File: src/rtl/core/lscm_pkg.sv
// Package for the looping sample channel mixer.
// Holds sizes, the request code enum and the structs used by the core files.
// No dependencies.
package lscm_pkg;

  // Sizes of the stores
  localparam int VOICES    = 4;
  localparam int SOUNDS    = 64;
  localparam int MEM_WORDS = 262144;

  // Field widths of the request and result channels
  localparam int FUNC_W   = 2;
  localparam int ADDR_W   = 18;
  localparam int SAMPLE_W = 16;
  localparam int SID_W    = 6;
  localparam int VOICE_W  = 2;
  localparam int LEN_W    = 19;

  // Derived index widths
  localparam int MEM_AW = $clog2(MEM_WORDS);
  localparam int SND_AW = $clog2(SOUNDS);
  localparam int VIX_W  = $clog2(VOICES);

  // Request codes
  typedef enum logic [FUNC_W-1:0] {
    FUNC_MEM_WR  = 2'd0,
    FUNC_DESC_WR = 2'd1,
    FUNC_START   = 2'd2,
    FUNC_TICK    = 2'd3
  } func_t;

  // One input request
  typedef struct packed {
    func_t                      func;
    logic [ADDR_W-1:0]          mem_address;
    logic signed [SAMPLE_W-1:0] mem_data;
    logic [SID_W-1:0]           sound_id;
    logic [VOICE_W-1:0]         voice;
    logic [LEN_W-1:0]           sound_length;
    logic                       loop_enable;
    logic [ADDR_W-1:0]          loop_point;
  } in_req_t;

  // One mixed result
  typedef struct packed {
    logic signed [SAMPLE_W-1:0] left_out;
    logic signed [SAMPLE_W-1:0] right_out;
    logic                       any_active;
  } out_res_t;

  // One sound descriptor
  typedef struct packed {
    logic [ADDR_W-1:0] start;
    logic [LEN_W-1:0]  length;
    logic [ADDR_W-1:0] loop_point;
    logic              loop_on;
  } desc_t;

  // Sample memory port command
  typedef struct packed {
    logic                       we;
    logic                       re;
    logic [MEM_AW-1:0]          addr;
    logic signed [SAMPLE_W-1:0] wdata;
  } mem_cmd_t;

  // Descriptor table port command
  typedef struct packed {
    logic              we;
    logic              re;
    logic [SND_AW-1:0] idx;
    desc_t             wdata;
  } desc_cmd_t;

endpackage

File: src/rtl/core/lscm_seq.sv
// Sequencer of the mixer: decodes requests, holds the voice state and walks
// the voices through one shared memory read and accumulate unit per tick.
// Depends on lscm_pkg.
module lscm_seq (
  input  logic                 clk,
  input  logic                 rst_n,
  input  logic                 in_fire,
  input  lscm_pkg::in_req_t    req,
  output logic                 in_ready,
  output lscm_pkg::mem_cmd_t   mem_cmd,
  input  logic signed [lscm_pkg::SAMPLE_W-1:0] mem_rdata,
  output lscm_pkg::desc_cmd_t  desc_cmd,
  input  lscm_pkg::desc_t      desc_rdata,
  output logic                 res_valid,
  input  logic                 res_take,
  output lscm_pkg::out_res_t   res
);
  import lscm_pkg::*;

  typedef enum logic [4:0] {
    S_IDLE = 5'b00001,
    S_DESC = 5'b00010,
    S_RD   = 5'b00100,
    S_ACC  = 5'b01000,
    S_DONE = 5'b10000
  } state_t;

  state_t state_r, state_nxt;

  // Voice state
  logic [VOICES-1:0] vact_r;
  logic [ADDR_W-1:0] vstart_r [VOICES];
  logic [LEN_W-1:0]  vpos_r   [VOICES];
  logic [LEN_W-1:0]  vlen_r   [VOICES];
  logic [ADDR_W-1:0] vloop_r  [VOICES];
  logic [VOICES-1:0] vloop_on_r;

  // Tick and start working registers
  logic [VIX_W-1:0]           vidx_r;
  logic signed [SAMPLE_W-1:0] sum_r;
  logic                       any_r;
  logic [VIX_W-1:0]           sv_idx_r;
  logic                       sv_ok_r;
  logic                       sid_ok_r;

  logic             mem_in_range;
  logic             sid_in_range;
  logic             voice_in_range;
  logic             last_voice;
  logic [LEN_W-1:0] pos_inc;
  logic             start_idle;

  assign start_idle     = (state_r == S_IDLE) && in_fire;
  assign mem_in_range   = 32'(req.mem_address) < MEM_WORDS;
  assign sid_in_range   = 32'(req.sound_id) < SOUNDS;
  assign voice_in_range = 32'(req.voice) < VOICES;
  assign last_voice     = vidx_r == VIX_W'(VOICES - 1);
  assign pos_inc        = vpos_r[vidx_r] + 1'b1;

  assign in_ready  = state_r == S_IDLE;
  assign res_valid = state_r == S_DONE;
  assign res.left_out   = sum_r;
  assign res.right_out  = sum_r;
  assign res.any_active = any_r;

  // Drive the sample memory port
  always_comb begin
    mem_cmd = '0;
    if (start_idle && req.func == FUNC_MEM_WR && mem_in_range) begin
      mem_cmd.we    = 1'b1;
      mem_cmd.addr  = req.mem_address[MEM_AW-1:0];
      mem_cmd.wdata = req.mem_data;
    end else if (state_r == S_RD) begin
      mem_cmd.re   = 1'b1;
      mem_cmd.addr = MEM_AW'(vstart_r[vidx_r] + vpos_r[vidx_r][ADDR_W-1:0]);
    end
  end

  // Drive the descriptor table port
  always_comb begin
    desc_cmd = '0;
    desc_cmd.idx = req.sound_id[SND_AW-1:0];
    desc_cmd.wdata.start      = req.mem_address;
    desc_cmd.wdata.length     = req.sound_length;
    desc_cmd.wdata.loop_point = req.loop_point;
    desc_cmd.wdata.loop_on    = req.loop_enable;
    if (start_idle && req.func == FUNC_DESC_WR && sid_in_range) begin
      desc_cmd.we = 1'b1;
    end
    if (start_idle && req.func == FUNC_START) begin
      desc_cmd.re = 1'b1;
    end
  end

  // Next state
  always_comb begin
    state_nxt = state_r;
    unique case (state_r)
      S_IDLE: begin
        if (in_fire && req.func == FUNC_START) begin
          state_nxt = S_DESC;
        end else if (in_fire && req.func == FUNC_TICK) begin
          state_nxt = S_RD;
        end
      end
      S_DESC: state_nxt = S_IDLE;
      S_RD:   state_nxt = S_ACC;
      S_ACC:  state_nxt = last_voice ? S_DONE : S_RD;
      S_DONE: begin
        if (res_take) begin
          state_nxt = S_IDLE;
        end
      end
      default: state_nxt = S_IDLE;
    endcase
  end

  always_ff @(posedge clk) begin
    if (!rst_n) begin
      state_r <= S_IDLE;
    end else begin
      state_r <= state_nxt;
    end
  end

  // Latch request context, walk the voice index and accumulate
  always_ff @(posedge clk) begin
    if (!rst_n) begin
      vidx_r   <= '0;
      sum_r    <= '0;
      any_r    <= 1'b0;
      sv_idx_r <= '0;
      sv_ok_r  <= 1'b0;
      sid_ok_r <= 1'b0;
    end else begin
      if (start_idle) begin
        sv_idx_r <= req.voice[VIX_W-1:0];
        sv_ok_r  <= voice_in_range;
        sid_ok_r <= sid_in_range;
        vidx_r   <= '0;
        sum_r    <= '0;
        any_r    <= |vact_r;
      end
      if (state_r == S_ACC) begin
        vidx_r <= vidx_r + 1'b1;
        if (vact_r[vidx_r]) begin
          sum_r <= sum_r + mem_rdata;
        end
      end
    end
  end

  // Update voice state: load or silence on start, advance or loop or stop on tick
  always_ff @(posedge clk) begin
    if (!rst_n) begin
      vact_r     <= '0;
      vloop_on_r <= '0;
      for (int i = 0; i < VOICES; i++) begin
        vstart_r[i] <= '0;
        vpos_r[i]   <= '0;
        vlen_r[i]   <= '0;
        vloop_r[i]  <= '0;
      end
    end else begin
      if (state_r == S_DESC && sv_ok_r) begin
        if (!sid_ok_r || desc_rdata.length == '0) begin
          vact_r[sv_idx_r] <= 1'b0;
        end else begin
          vact_r[sv_idx_r]     <= 1'b1;
          vstart_r[sv_idx_r]   <= desc_rdata.start;
          vpos_r[sv_idx_r]     <= '0;
          vlen_r[sv_idx_r]     <= desc_rdata.length;
          vloop_r[sv_idx_r]    <= desc_rdata.loop_point;
          vloop_on_r[sv_idx_r] <= desc_rdata.loop_on;
        end
      end
      if (state_r == S_ACC && vact_r[vidx_r]) begin
        if (pos_inc >= vlen_r[vidx_r]) begin
          if (vloop_on_r[vidx_r]) begin
            vpos_r[vidx_r] <= LEN_W'(vloop_r[vidx_r]);
          end else begin
            vpos_r[vidx_r] <= pos_inc;
            vact_r[vidx_r] <= 1'b0;
          end
        end else begin
          vpos_r[vidx_r] <= pos_inc;
        end
      end
    end
  end

endmodule

File: config.mk
export PLATFORM = sky130hd
export DESIGN_NAME = lscm_seq
export DESIGN_NICKNAME = d
export VERILOG_FILES = /design/src/rtl/core/lscm_pkg.sv /design/src/rtl/core/lscm_seq.sv
export SDC_FILE = /design/constraint.sdc
export NUM_CORES = 1
export LEC_CHECK = 0
export ABC_AREA = 1
export BUFFER_PORTS_ARGS = -buffer_cell sky130_fd_sc_hd__buf_2
export CAP_MARGIN = 30
export CORE_MARGIN = 2
export CORE_UTILIZATION = 35
export DETAILED_ROUTE_END_ITERATION = 7
export SLEW_MARGIN = 20
export SYNTH_ARGS = -nofsm -noshare
export SYNTH_HDL_FRONTEND = slang
export SYNTH_SLANG_ARGS = --single-unit
File: constraint.sdc
create_clock -name clk -period 4.35 [get_ports clk]
set_clock_uncertainty 0.05 [all_clocks]
set_input_delay 0.2175 -clock clk [delete_from_list [all_inputs] [get_ports clk]]
set_output_delay 0.2175 -clock clk [all_outputs]
set_load 0.02 [all_outputs]
# == After elaboration in Yosys (flattened, before gate mapping) ==
# Memory sizes are Yosys's and may differ from the RTL's. A register that Yosys moved wholly into a read port is not among the register bits.
# Cells that the tools add are included.
# totals
reg_bits,35
ram_bits,296
input_bits,158
out_inout_bits,135
word_cells,139
mem_count,4
# mem_list
name,words,word_bits,rd,rd_ports_with_merged_regs,write_ports,line_no,rtl
vlen_r,4,19,1,1,4,lscm_seq.sv:34,logic [LEN_W-1:0] vlen_r [VOICES];
vpos_r,4,19,1,1,4,lscm_seq.sv:33,logic [LEN_W-1:0] vpos_r [VOICES];
vloop_r,4,18,1,1,4,lscm_seq.sv:35,logic [ADDR_W-1:0] vloop_r [VOICES];
vstart_r,4,18,1,1,4,lscm_seq.sv:32,logic [ADDR_W-1:0] vstart_r [VOICES];
# op_classes
n_addsub,4
order_cmp,5
eq_ne,11
n_mux,76
bitwise,8
reduce_logical,23
# op_table
cell,n
$mux 19,6
$mux 16,4
$reduce_or 19->1,3
$mux 18,3
$reduce_or 18->1,2
$mux 1,32
$mux 2,15
$mux 4,6
$mux 5,4
$pmux 5 s4,1
$add 19x1->19 const B,1
$ge 19x19->1,1
$logic_not 19->1,1
$add 18x18->18,1
$add 16x16->16,1
$logic_and 1x1->1,10
$and 4x4->4,2
$not 4->4,2
$eq 2x2->1 const B,3
$lt 2x3->1 const B,2
$eq 5x1->1 const B,1
$eq 5x2->1 const B,1
$eq 5x3->1 const B,1
$eq 5x4->1 const B,1
other kinds (18),23

# == Depth between registers and ports, before layout ==
# Gate-level depths: netlist of run 1.
# depth
depth_word,13
mapped_depth,26
mapped_depth_nobuf,25

# == Least setup slack after synthesis of run 1 ==
# Ideal clock, no wire load.
# synth_timing
kind,reg2out
start,register (tool-made name)
end,output port mem_cmd[30] (netlist name)
arrival_time_ns,3.149
t_required_ns,4.083
setup_slack_ns,0.933
stages_incl_launch_ff,17
n_path_buf,5
path_cell_list,dfxtp_1 buf_2 buf_4 buf_4 buf_2 clkbuf_1 o21ai_0 o22ai_1 ha_1 fa_1 nand2_1 a21oi_1 a31o_2 nand3_1 nand3_1 nand2_1 o21ai_0
# synth_lines
item,line_no,rtl
to (decl),lscm_seq.sv:10,"output lscm_pkg::mem_cmd_t mem_cmd,"

==> results of run 1 <==
-- timing repair --
item / 4_1_cts / 5_1_grt
endpoints found under the hold margin: 59 / 0
hold buffers: 39 / 0
endpoints found under the setup margin: 0 / 36
resized for setup: 0 / 9
-- layout by cell type, fill, tap and decap left out, drive strengths merged, types with 45 or more instances in the layout --
cell | netlist | final
nand2 | 458 | 458
buf | 128 | 253
clkbuf | 50 | 45
o21ai | 91 | 91
nor2 | 360 | 360
inv | 235 | 238
a21oi | 104 | 104
edfxtp | 296 | 296
nand3 | 116 | 116
ha | 56 | 56
nor3 | 64 | 64
-- tightest hold or removal path: stages --
cell	delay, ns
buf_2	0.09
inv_1	0.05
nor2_1	0.10
-- flip-flops by register name, indices dropped and copies added, names as in the netlist, named ones only --
signal and cells:
vloop_on_r 4, sv_idx_r 2, vloop_r 72, sum_r 16, any_r 1, state_r 5, vact_r 4, vlen_r 76
vpos_r 76, sid_ok_r 1, vidx_r 2, vstart_r 72
-- power groups by stage --
stage | sequential [µW] | combinational (µW) | clock, µW
floorplan | 3670 | 500 | 0
CTS | 3610 | 766 | 3210
global placement | 3680 | 729 | 0
detailed placement | 3680 | 737 | 0
finish | 3610 | 763 | 3170
global route | 3620 | 842 | 3320
-- cell families (layout without fill, tap and decap cells) --
family,after synthesis,count (layout),synth area share
adder cells (fa/ha/maj),58,58,0.04022
XOR/XNOR,13,13,0.006183
flip-flops,333,333,0.5229
buffers and inverters,415,595,0.1044
AND/OR/NAND/NOR,1022,1022,0.2298
AO/OA/AOI/OAI,291,291,0.09648
-- final cells by class --
cell class | instances | area [µm²] | share of cell area
sequential | 333 | 9633 | 0.4510
multi-input combinational | 1384 | 6907 | 0.3233
timing repair buffer | 292 | 1852 | 0.08669
clock buffer | 45 | 998.5 | 0.04674
inverter | 237 | 894.6 | 0.04188
tap | 688 | 860.8 | 0.04030
clock inverter | 21 | 215.2 | 0.01007
-- synth_stat cells, types with 3 or more instances --
cell        n  area (µm²)
nand2_1   453        1700
nor2_1    356        1336
edfxtp_1  296        8889
inv_1     226       848.3
nand3_1   110       550.5
a21oi_1   104       520.5
o21ai_0    90       450.4
buf_4      83       623.1
nor3_1     60       300.3
ha_1       56       700.7
clkbuf_1   50       187.7
dfxtp_1    37       740.7
a32o_1     33       330.3
buf_2      29       145.1
o22ai_1    23       143.9
buf_1      14       52.55
nand4_1    14       87.58
xor2_1      9       78.83
inv_2       8       30.03
a31oi_1     7       43.79
nand3_2     6       60.06
o21bai_1    6       45.04
a21boi_0    5       37.54
nand2_2     5       31.28
a211oi_1    4       30.03
a22o_1      4       35.03
xnor2_1     4       35.03
a21o_1      3       22.52
a22oi_1     3       22.52
and2_1      3       18.77
nand3b_1    3       22.52
nor3_2      3       30.03
o31ai_1     3       22.52
or2_2       3       18.77
-- routing by layer --
layer | wire length [µm] | up-vias
li1 | - | 7338
met1 | 24460 | 7205
met2 | 26180 | 449
met3 | 3141 | 83
met4 | 1405 | 0
met5 | 0 | -
-- stage by stage --
step | utilization | hold WS [ns]
global route | 0.4081 | 0.01224
CTS | 0.4075 | 0.004428
detailed placement | 0.3769 | 0.3851
global placement | 0.3761 | 0.3851
floorplan | - | 0.3283
finish | 0.4081 | 0.007213
-- path summary, 6_finish.rpt --
path,from,endpoint
setup reg to reg,flop,vpos_r[1][17]
setup / recovery,flop,mem_cmd[33]
hold / removal,desc_rdata[7],vloop_r[1][6]
hold reg to reg,vloop_on_r[3],vloop_on_r[3]
==> impl_metrics.py, run 1 <==
metrics = {
    "status": {
        "status": "completed",
    },
    "power_and_ir_drop": {
        "netSwitchingFraction": 0.2469,
        "ir_drop_mv": 0.2374,
        "p_switching_uw": 1863,
        "internal_power_uw": 5682,
        "powerDensity_nw_per_um2": 353.2,
        "pwr-share-comb": 0.101,
        "leakage_uw": 0.009510,
        "pwr-share-clk": 0.420,
        "p_total_uw": 7545,
        "power_frac_seq": 0.479,
    },
    "cells_and_area": {
        "stdcell_count": 3000,
        "nFillCells": 5200,
        "final_area_um2": 21360,
        "area_delta_synth_final_pct": 15.99,
        "drive_gt1_frac": 0.1514,
        "antennaDiodeCount": 0,
        "layout.nets": 2501,
    },
    "grt": {
        "grt_use_total": 0.1997,
        "grtUsageMet2": 0.3284,
        "grt_max_degree": 63,
        "met1_usage": 0.2744,
        "use_met3": 0.02747,
        "grt_pass1_wl_um": 83070,
        "busiest_layer": "met2",
        "overflow": 0,
        "grt_pass1_vias": 14210,
        "antenna_found_initial": 0,
    },
    "sta": {
        "slew-limit-headroom": 0.3654,
        "setup_tns_ns": 0,
        "hold_violations": 0,
        "period_share": 0.9169,
        "layout_setup_ws_ns": 0.3615,
        "setup_viol": 0,
        "slew_viol_final": 0,
        "fin_crit_ns": 3.989,
        "timing.fmax_mhz": 250.7,
        "worst_pin_slew_ns": 0.9492,
        "rsz0062_at_grt": "no",
    },
    "hold_path": {
        "min_path_type": "input pin to flop",
        "hold_depth": 3,
    },
    "critical_path": {
        "crit_type": "flop to output port",
        "worst_path_dominant_cell_family": "simple AND/OR/NAND/NOR gates",
        "max_stage_delay_ns": 0.42,
        "cpMaxStageDelayCell": "dfxtp_1",
        "path_depth": 14,
        "setup.worst_path.start_class": "flop",
        "cp_common_cell": "nand2_1",
        "crit_buf_inv": 3,
        "critPathMaxFanout": 23,
        "critPathArrivalTime_ns": 3.72,
        "worstSetupEndpointType": "output port",
        "crit_chain": "buf_4 -> nand3_1 -> nand2_1 -> inv_1 -> ha_1 -> a21oi_1 -> a21boi_0 -> nand2_1 -> nand2_1 -> nand3_1 -> or2_2 -> nand3_1 -> nand2_1 -> buf_2",
        "cp.required_ns": 4.08,
        "reg2reg_slack_ns": 0.38,
        "r2r_cells": 24,
    },
    "place": {
        "placed_cell_area_um2": 19730,
        "dpl_worst_slack_ns": 0.3473,
        "dp.cells": 2895,
        "port_buffers": 204,
        "place_congestion": 0.9042,
        "hpwl_um": 37630,
    },
    "logic_synthesis": {
        "synth_nets": 2348,
        "ys_seq_area_frac": 0.5229,
        "async_flop_share": 0,
        "synth_area_um2": 18420,
        "synth-edff-count": 296,
        "yosys_most_used_dff": "edfxtp_1",
        "ys_seq_elements": 333,
        "avgSynthCellArea_um2": 8.638,
        "yosys_warnings": 0,
        "ys_types": 47,
        "syn_inst": 2132,
    },
    "clock_tree": {
        "htreeDepth": 2,
        "root_buffer": "clkbuf_16",
        "clock_path_buffers": 3,
        "cts_sinks": 333,
        "cts.clk_slew.worst_paths_ns": 0.06,
        "clk_latency_ns": 0.53,
        "cts_buffers": 37,
        "cts_setup_buffers": 0,
        "cts_tree": "built",
    },
    "routing": {
        "antenna_left": 0,
        "drt_first_pass_iters": 5,
        "drtIter0Drc": 1216,
        "drc": 0,
        "viasPerCell": 5.025,
        "detailroute.via_count": 15080,
        "totalWireLength_um": 55180,
        "avgRoutedWirePerCell_um": 18.39,
    },
    "floorplan": {
        "pin_count": 293,
        "start_util": 0.3518,
        "die_y_um": 233.4,
        "die_x_um": 233.4,
        "coreArea_um2": 52340,
        "rows": 84,
        "die_area_um2": 54470,
    },
    "job": {
        "maxCapViolCount": 0,
    },
}
(Power assumes the default switching activity.)
==> run 2: changes to the inputs <==
--- a/config.mk
+++ b/config.mk
@@ -9,7 +9,7 @@
 export BUFFER_PORTS_ARGS = -buffer_cell sky130_fd_sc_hd__buf_2
 export CAP_MARGIN = 30
 export CORE_MARGIN = 2
-export CORE_UTILIZATION = 35
+export CORE_UTILIZATION = 26
 export DETAILED_ROUTE_END_ITERATION = 7
 export SLEW_MARGIN = 20
 export SYNTH_ARGS = -nofsm -noshare
==> constraint.sdc (replaced) <==
create_clock -name clk -period 4.35 [get_ports clk]
set_clock_uncertainty 0.05 [all_clocks]
set_input_delay 0.2175 -clock clk [delete_from_list [all_inputs] [get_ports clk]]
set_output_delay 0.2175 -clock clk [all_outputs]
set_load 0.005 [all_outputs]
==> impl_metrics.py, run 2 (synthesis gave the netlist of run 1 again) <==
metrics = {
    "clock_tree": {
        "cts_tree": "built",
        "cts_setup_buffers": 0,
        "htreeDepth": 1,
        "root_buffer": "clkbuf_16",
        "clk_latency_ns": 0.58,
        "cts_buffers": 31,
        "cts_sinks": 333,
        "clock_path_buffers": 3,
        "cts.clk_slew.worst_paths_ns": 0.06,
    },
    "sta": {
        "setup_tns_ns": 0,
        "timing.fmax_mhz": 243.5,
        "setup_viol": 0,
        "period_share": 0.9442,
        "rsz0062_at_grt": "no",
        "slew_viol_final": 0,
        "slew-limit-headroom": 0.3668,
        "worst_pin_slew_ns": 0.9498,
        "hold_violations": 0,
        "fin_crit_ns": 4.107,
    },
    "critical_path": {
        "rr_endpoint": "vpos_r[1][13]",
        "cp.required_ns": 4.08,
        "r2r_cells": 23,
        "setup.worst_path.start_class": "flop",
        "reg2reg_slack_ns": 0.32,
        "critPathMaxFanout": 72,
        "crit_type": "flop to output port",
        "worstSetupEndpointType": "output port",
        "critPathArrivalTime_ns": 3.84,
    },
    "power_and_ir_drop": {
        "ir_drop_mv": 0.2741,
        "leakage_uw": 0.009464,
        "powerDensity_nw_per_um2": 332.7,
    },
    "job": {
        "maxCapViolCount": 0,
    },
    "hold_path": {
        "min_from": "desc_rdata[38]",
        "hold_depth": 3,
        "hold_end": "vstart_r[1][0]",
        "min_path_type": "input pin to flop",
    },
    "place": {
        "place_congestion": 0.9071,
        "hpwl_um": 36750,
        "port_buffers": 204,
    },
    "routing": {
        "avgRoutedWirePerCell_um": 16.57,
        "totalWireLength_um": 53890,
        "detailroute.via_count": 14930,
        "drc": 0,
        "drt_first_pass_iters": 5,
        "viasPerCell": 4.590,
        "antenna_left": 0,
        "drtIter0Drc": 1214,
    },
    "floorplan": {
        "die_x_um": 270.1,
        "pin_count": 293,
        "die_y_um": 270.1,
        "rows": 97,
        "coreArea_um2": 70030,
        "die_area_um2": 72970,
        "start_util": 0.2630,
    },
    "grt": {
        "grt_max_degree": 77,
        "overflow": 0,
        "grt_pass1_wl_um": 82800,
        "antenna_found_initial": 0,
        "grt_pass1_vias": 14250,
        "grt_use_total": 0.1439,
    },
    "cells_and_area": {
        "final_cell_mix": "nand2_1, nor2_1, edfxtp_1, inv_1, buf_2",
        "area_delta_synth_final_pct": 17.35,
        "drive_gt1_frac": 0.1457,
        "antennaDiodeCount": 0,
        "final_core_util": 0.3086,
        "final_common_cell": "nand2_1",
        "layout.nets": 2506,
        "top_regs": "vlen_r x76, vpos_r x76",
    },
    "status": {
        "status": "completed",
    },
}
-- run 2: changes by cell type in the layout (fill, tap and decap cells not counted), sizes merged --
cell	before	now
clkbuf	45	35
dlygate4sd3	39	57
buf	253	246
inv	238	237
bufinv	4	6
clkinv	14	13
-- run 2: timing repair --
| action | CTS | global route |
|---|---|---|
| setup endpoints to repair | 0 | 12 |
| endpoints found under the hold margin | 121 | 1 |
| gates resized for setup | 0 | 9 |
| hold buffers | 56 | 1 |
-- run 2: layer usage --
layer	vias to the layer above	global-route usage	routed length, µm
met1	7046	0.1890	23510
li1	7339	-	-
met4	0	0.04488	1464
met3	87	0.02134	3286
met2	459	0.2435	25630
met5	-	0	0
-- run 2: critical path, cell delays in order, from the launching register on --
cell	delay, ns
dfxtp_4	0.41
inv_4	0.22
buf_6	0.47
o21ai_0	0.15
o22ai_1	0.27
ha_1	0.36
a21oi_1	0.22
o21ai_0	0.17
a21oi_1	0.22
nand3_1	0.12
or2_2	0.28
nand3_1	0.11
nand2_1	0.06
buf_2	0.12
-- run 2: layout make-up --
class,instances,area [µm²]
Inverter,237,894.6
Fill cell,7366,48420
Tap cell,940,1176
Clock buffer,35,790.8
Timing Repair Buffer,303,1956
Clock inverter,21,262.8
Sequential cell,333,9633
Multi-Input combinational cell,1384,6897
-- run 2: through the flow --
stage / hold slack (ns) / cells / setup WS [ns] / power [µW] / instance area, µm²
CTS: 0.003012 / 3252 / 0.008524 / 7244 / 21570
floorplan: 0.3283 / 2132 / 0.9690 / 4104 / 18420
global placement: 0.3850 / 3140 / 0.4069 / 4367 / 19960
global route: 0.03661 / 3253 / 0.009243 / 7437 / 21610
finish: 0.01803 / 3253 / 0.2426 / 7190 / 21610
detailed placement: 0.3850 / 3140 / 0.3849 / 4366 / 19960
-- run 2: where the power goes --
part           total, µW  switching, µW  leakage, µW  internal, µW
combinational        721            488      0.00559           234
sequential          3610           35.3      0.00336          3570
clock               2860           1200     0.000515          1660
total               7190           1720      0.00946          5470
-- run 2: how the worst max path moves through the flow --
stage / from / to / slack [ns] / cells after the start
floorplan: flop / vpos_r[1][0] / 0.97 / 24
finish: flop / mem_cmd[33] / 0.24 / 13
detailed placement: flop / vpos_r[0][12] / 0.38 / 22
CTS: flop / mem_cmd[33] / 0.009 / 13
global route: flop / mem_cmd[32] / 0.009 / 13
global placement: flop / vpos_r[0][12] / 0.41 / 22
==> run 3: changes to the inputs <==
--- a/config.mk
+++ b/config.mk
@@ -8,9 +8,11 @@
 export ABC_AREA = 1
 export BUFFER_PORTS_ARGS = -buffer_cell sky130_fd_sc_hd__buf_2
 export CAP_MARGIN = 30
-export CORE_MARGIN = 2
+export CORE_ASPECT_RATIO = 1.5
+export CORE_MARGIN = 10
 export CORE_UTILIZATION = 26
 export DETAILED_ROUTE_END_ITERATION = 7
+export RECOVER_POWER = 100
 export SLEW_MARGIN = 20
 export SYNTH_ARGS = -nofsm -noshare
 export SYNTH_HDL_FRONTEND = slang
==> impl_metrics.py, run 3 (synthesis gave the netlist of run 1 again) <==
metrics = {
    "routing": {
        "drt_first_pass_iters": 7,
        "drtIter0Drc": 821,
        "totalWireLength_um": 58610,
        "viasPerCell": 4.660,
        "dr_wl_met2_um": 31400,
        "detailroute.via_count": 15040,
        "routed.top_layer": "met5",
        "antenna_left": 0,
        "wl_met1_um": 22790,
        "avgRoutedWirePerCell_um": 18.16,
        "drc": 0,
        "met3_length_um": 2539,
    },
    "sta": {
        "worst_pin_slew_ns": 1.449,
        "setup_tns_ns": 0,
        "slew_viol_final": 0,
        "fin_crit_ns": 4.074,
        "slew-limit-headroom": 0.03190,
        "period_share": 0.9366,
        "hold_violations": 0,
        "holdWs_ns": 0.01087,
        "timing.fmax_mhz": 245.4,
        "setup_viol": 0,
    },
    "floorplan": {
        "die_x_um": 237.3,
        "coreArea_um2": 70280,
        "rows": 119,
        "pin_count": 293,
        "start_util": 0.2620,
        "die_area_um2": 82090,
        "die_y_um": 345.9,
    },
    "critical_path": {
        "setup.worst_path.start_class": "flop",
        "crit_type": "flop to output port",
        "worstSetupEndpointType": "output port",
        "cp.required_ns": 4.08,
        "critPathArrivalTime_ns": 3.81,
        "crit_chain": "inv_4 -> buf_6 -> o21ai_0 -> o22ai_1 -> ha_1 -> fa_1 -> nand2_1 -> a21oi_1 -> a31o_2 -> nand3_1 -> nand3_1 -> nand2_1 -> o21ai_0 -> buf_2",
        "max_stage_delay_ns": 0.38,
        "critPathMaxFanout": 36,
        "cpMaxStageDelayCell": "dfxtp_4",
        "r2r_cells": 11,
    },
    "cells_and_area": {
        "nFillCells": 7510,
        "layout.nets": 2512,
        "top_regs": "vlen_r x76, vpos_r x76",
        "final_common_cell": "nand2_1",
        "area_delta_synth_final_pct": 16.01,
        "drive_gt1_frac": 0.1121,
        "final_core_util": 0.3040,
        "final_cell_mix": "nand2_1, nor2_1, edfxtp_1, inv_1, buf_2",
        "stdcell_count": 3228,
    },
    "power_and_ir_drop": {
        "p_total_uw": 7040,
        "powerDensity_nw_per_um2": 329.5,
        "leakage_uw": 0.009155,
        "ir_drop_mv": 0.2861,
    },
    "place": {
        "hpwl_um": 41620,
        "place_congestion": 0.9022,
        "dp.cells": 3118,
        "port_buffers": 204,
    },
    "clock_tree": {
        "clock_path_buffers": 3,
        "htreeDepth": 1,
        "root_buffer": "clkbuf_16",
        "clk_latency_ns": 0.57,
        "cts_setup_buffers": 0,
        "cts_buffers": 30,
        "cts_sinks": 333,
        "cts.clk_slew.worst_paths_ns": 0.07,
        "cts_tree": "built",
    },
    "grt": {
        "grt_pass1_wl_um": 88420,
        "grt_max_degree": 55,
        "overflow": 0,
        "antenna_found_initial": 3,
        "grt_use_total": 0.1367,
        "grt_pass1_vias": 15040,
    },
    "job": {
        "maxCapViolCount": 0,
    },
    "hold_path": {
        "hold_depth": 3,
        "min_path_type": "input pin to flop",
    },
    "status": {
        "status": "completed",
    },
}
run 3: cell types whose count changed in the layout (fill, tap and decap cells not counted), sizes merged:
cell,change
clkinvlp,+1
clkbuf,+88
buf,-77
bufinv,-3
dlygate4sd3,-4
diode,+2
clkinv,+1
run 3: layout make-up:
cell class | count | area (µm²) | share of cell area
Timing Repair Buffer | 310 | 1843 | 0.08627
Clock buffer | 35 | 790.8 | 0.03702
Clock inverter | 20 | 192.7 | 0.009020
Inverter | 237 | 894.6 | 0.04188
Antenna cell | 2 | 5.005 | 0.0002343
Multi-Input combinational cell | 1384 | 6869 | 0.3215
Tap cell | 907 | 1135 | 0.05312
Sequential cell | 333 | 9633 | 0.4509
run 3: stage by stage:
stage	worst slack (ns)	cell area, µm²
2_1_floorplan	0.9690	18420
3_3_place_gp	0.5200	20040
3_5_place_dp	0.4922	20040
4_1_cts	0.1595	21550
5_1_grt	-0.003839	21360
6_report	0.2757	21360
run 3: where the power goes:
group / internal [µW] / switching (µW) / total (µW)
Sequential: 3570 / 36.1 / 3610
Clock: 1490 / 1220 / 2710
Combinational: 222 / 501 / 723
Total: 5280 / 1760 / 7040
run 3: routing by layer:
metal / GRT usage / vias up
li1: - / 7342
met1: 0.1507 / 7222
met2: 0.2617 / 366
met3: 0.01606 / 110
met4: 0.04981 / 2
met5: 0 / -
run 3: worst paths after layout:
kind | startpoint | end | slack, ns
worst max register to register | state_r[2] | vlen_r[2][12] | 0.42
worst max-delay path | flop | mem_cmd[30] | 0.28
worst min register to register | any_r | any_r | 0.42
worst min-delay path | desc_rdata[24] | vlen_r[3][5] | 0.01
run 3: repair_timing:
item / in CTS / in global routing
gates resized for setup: 0 / 5
endpoints found under the setup margin: 0 / 21
hold endpoints to repair: 99 / 0
hold buffers: 53 / 0
run 3: critical path, delay by kind of cell (launching register included):
kind                       cells  cell delay (ns)
AOI/OAI and AO/OA              5             1.23
DFF                            1             0.38
buffers and inverters          3             0.74
and+or+nand+nor                4             0.34
adders and majority gates      2             0.52
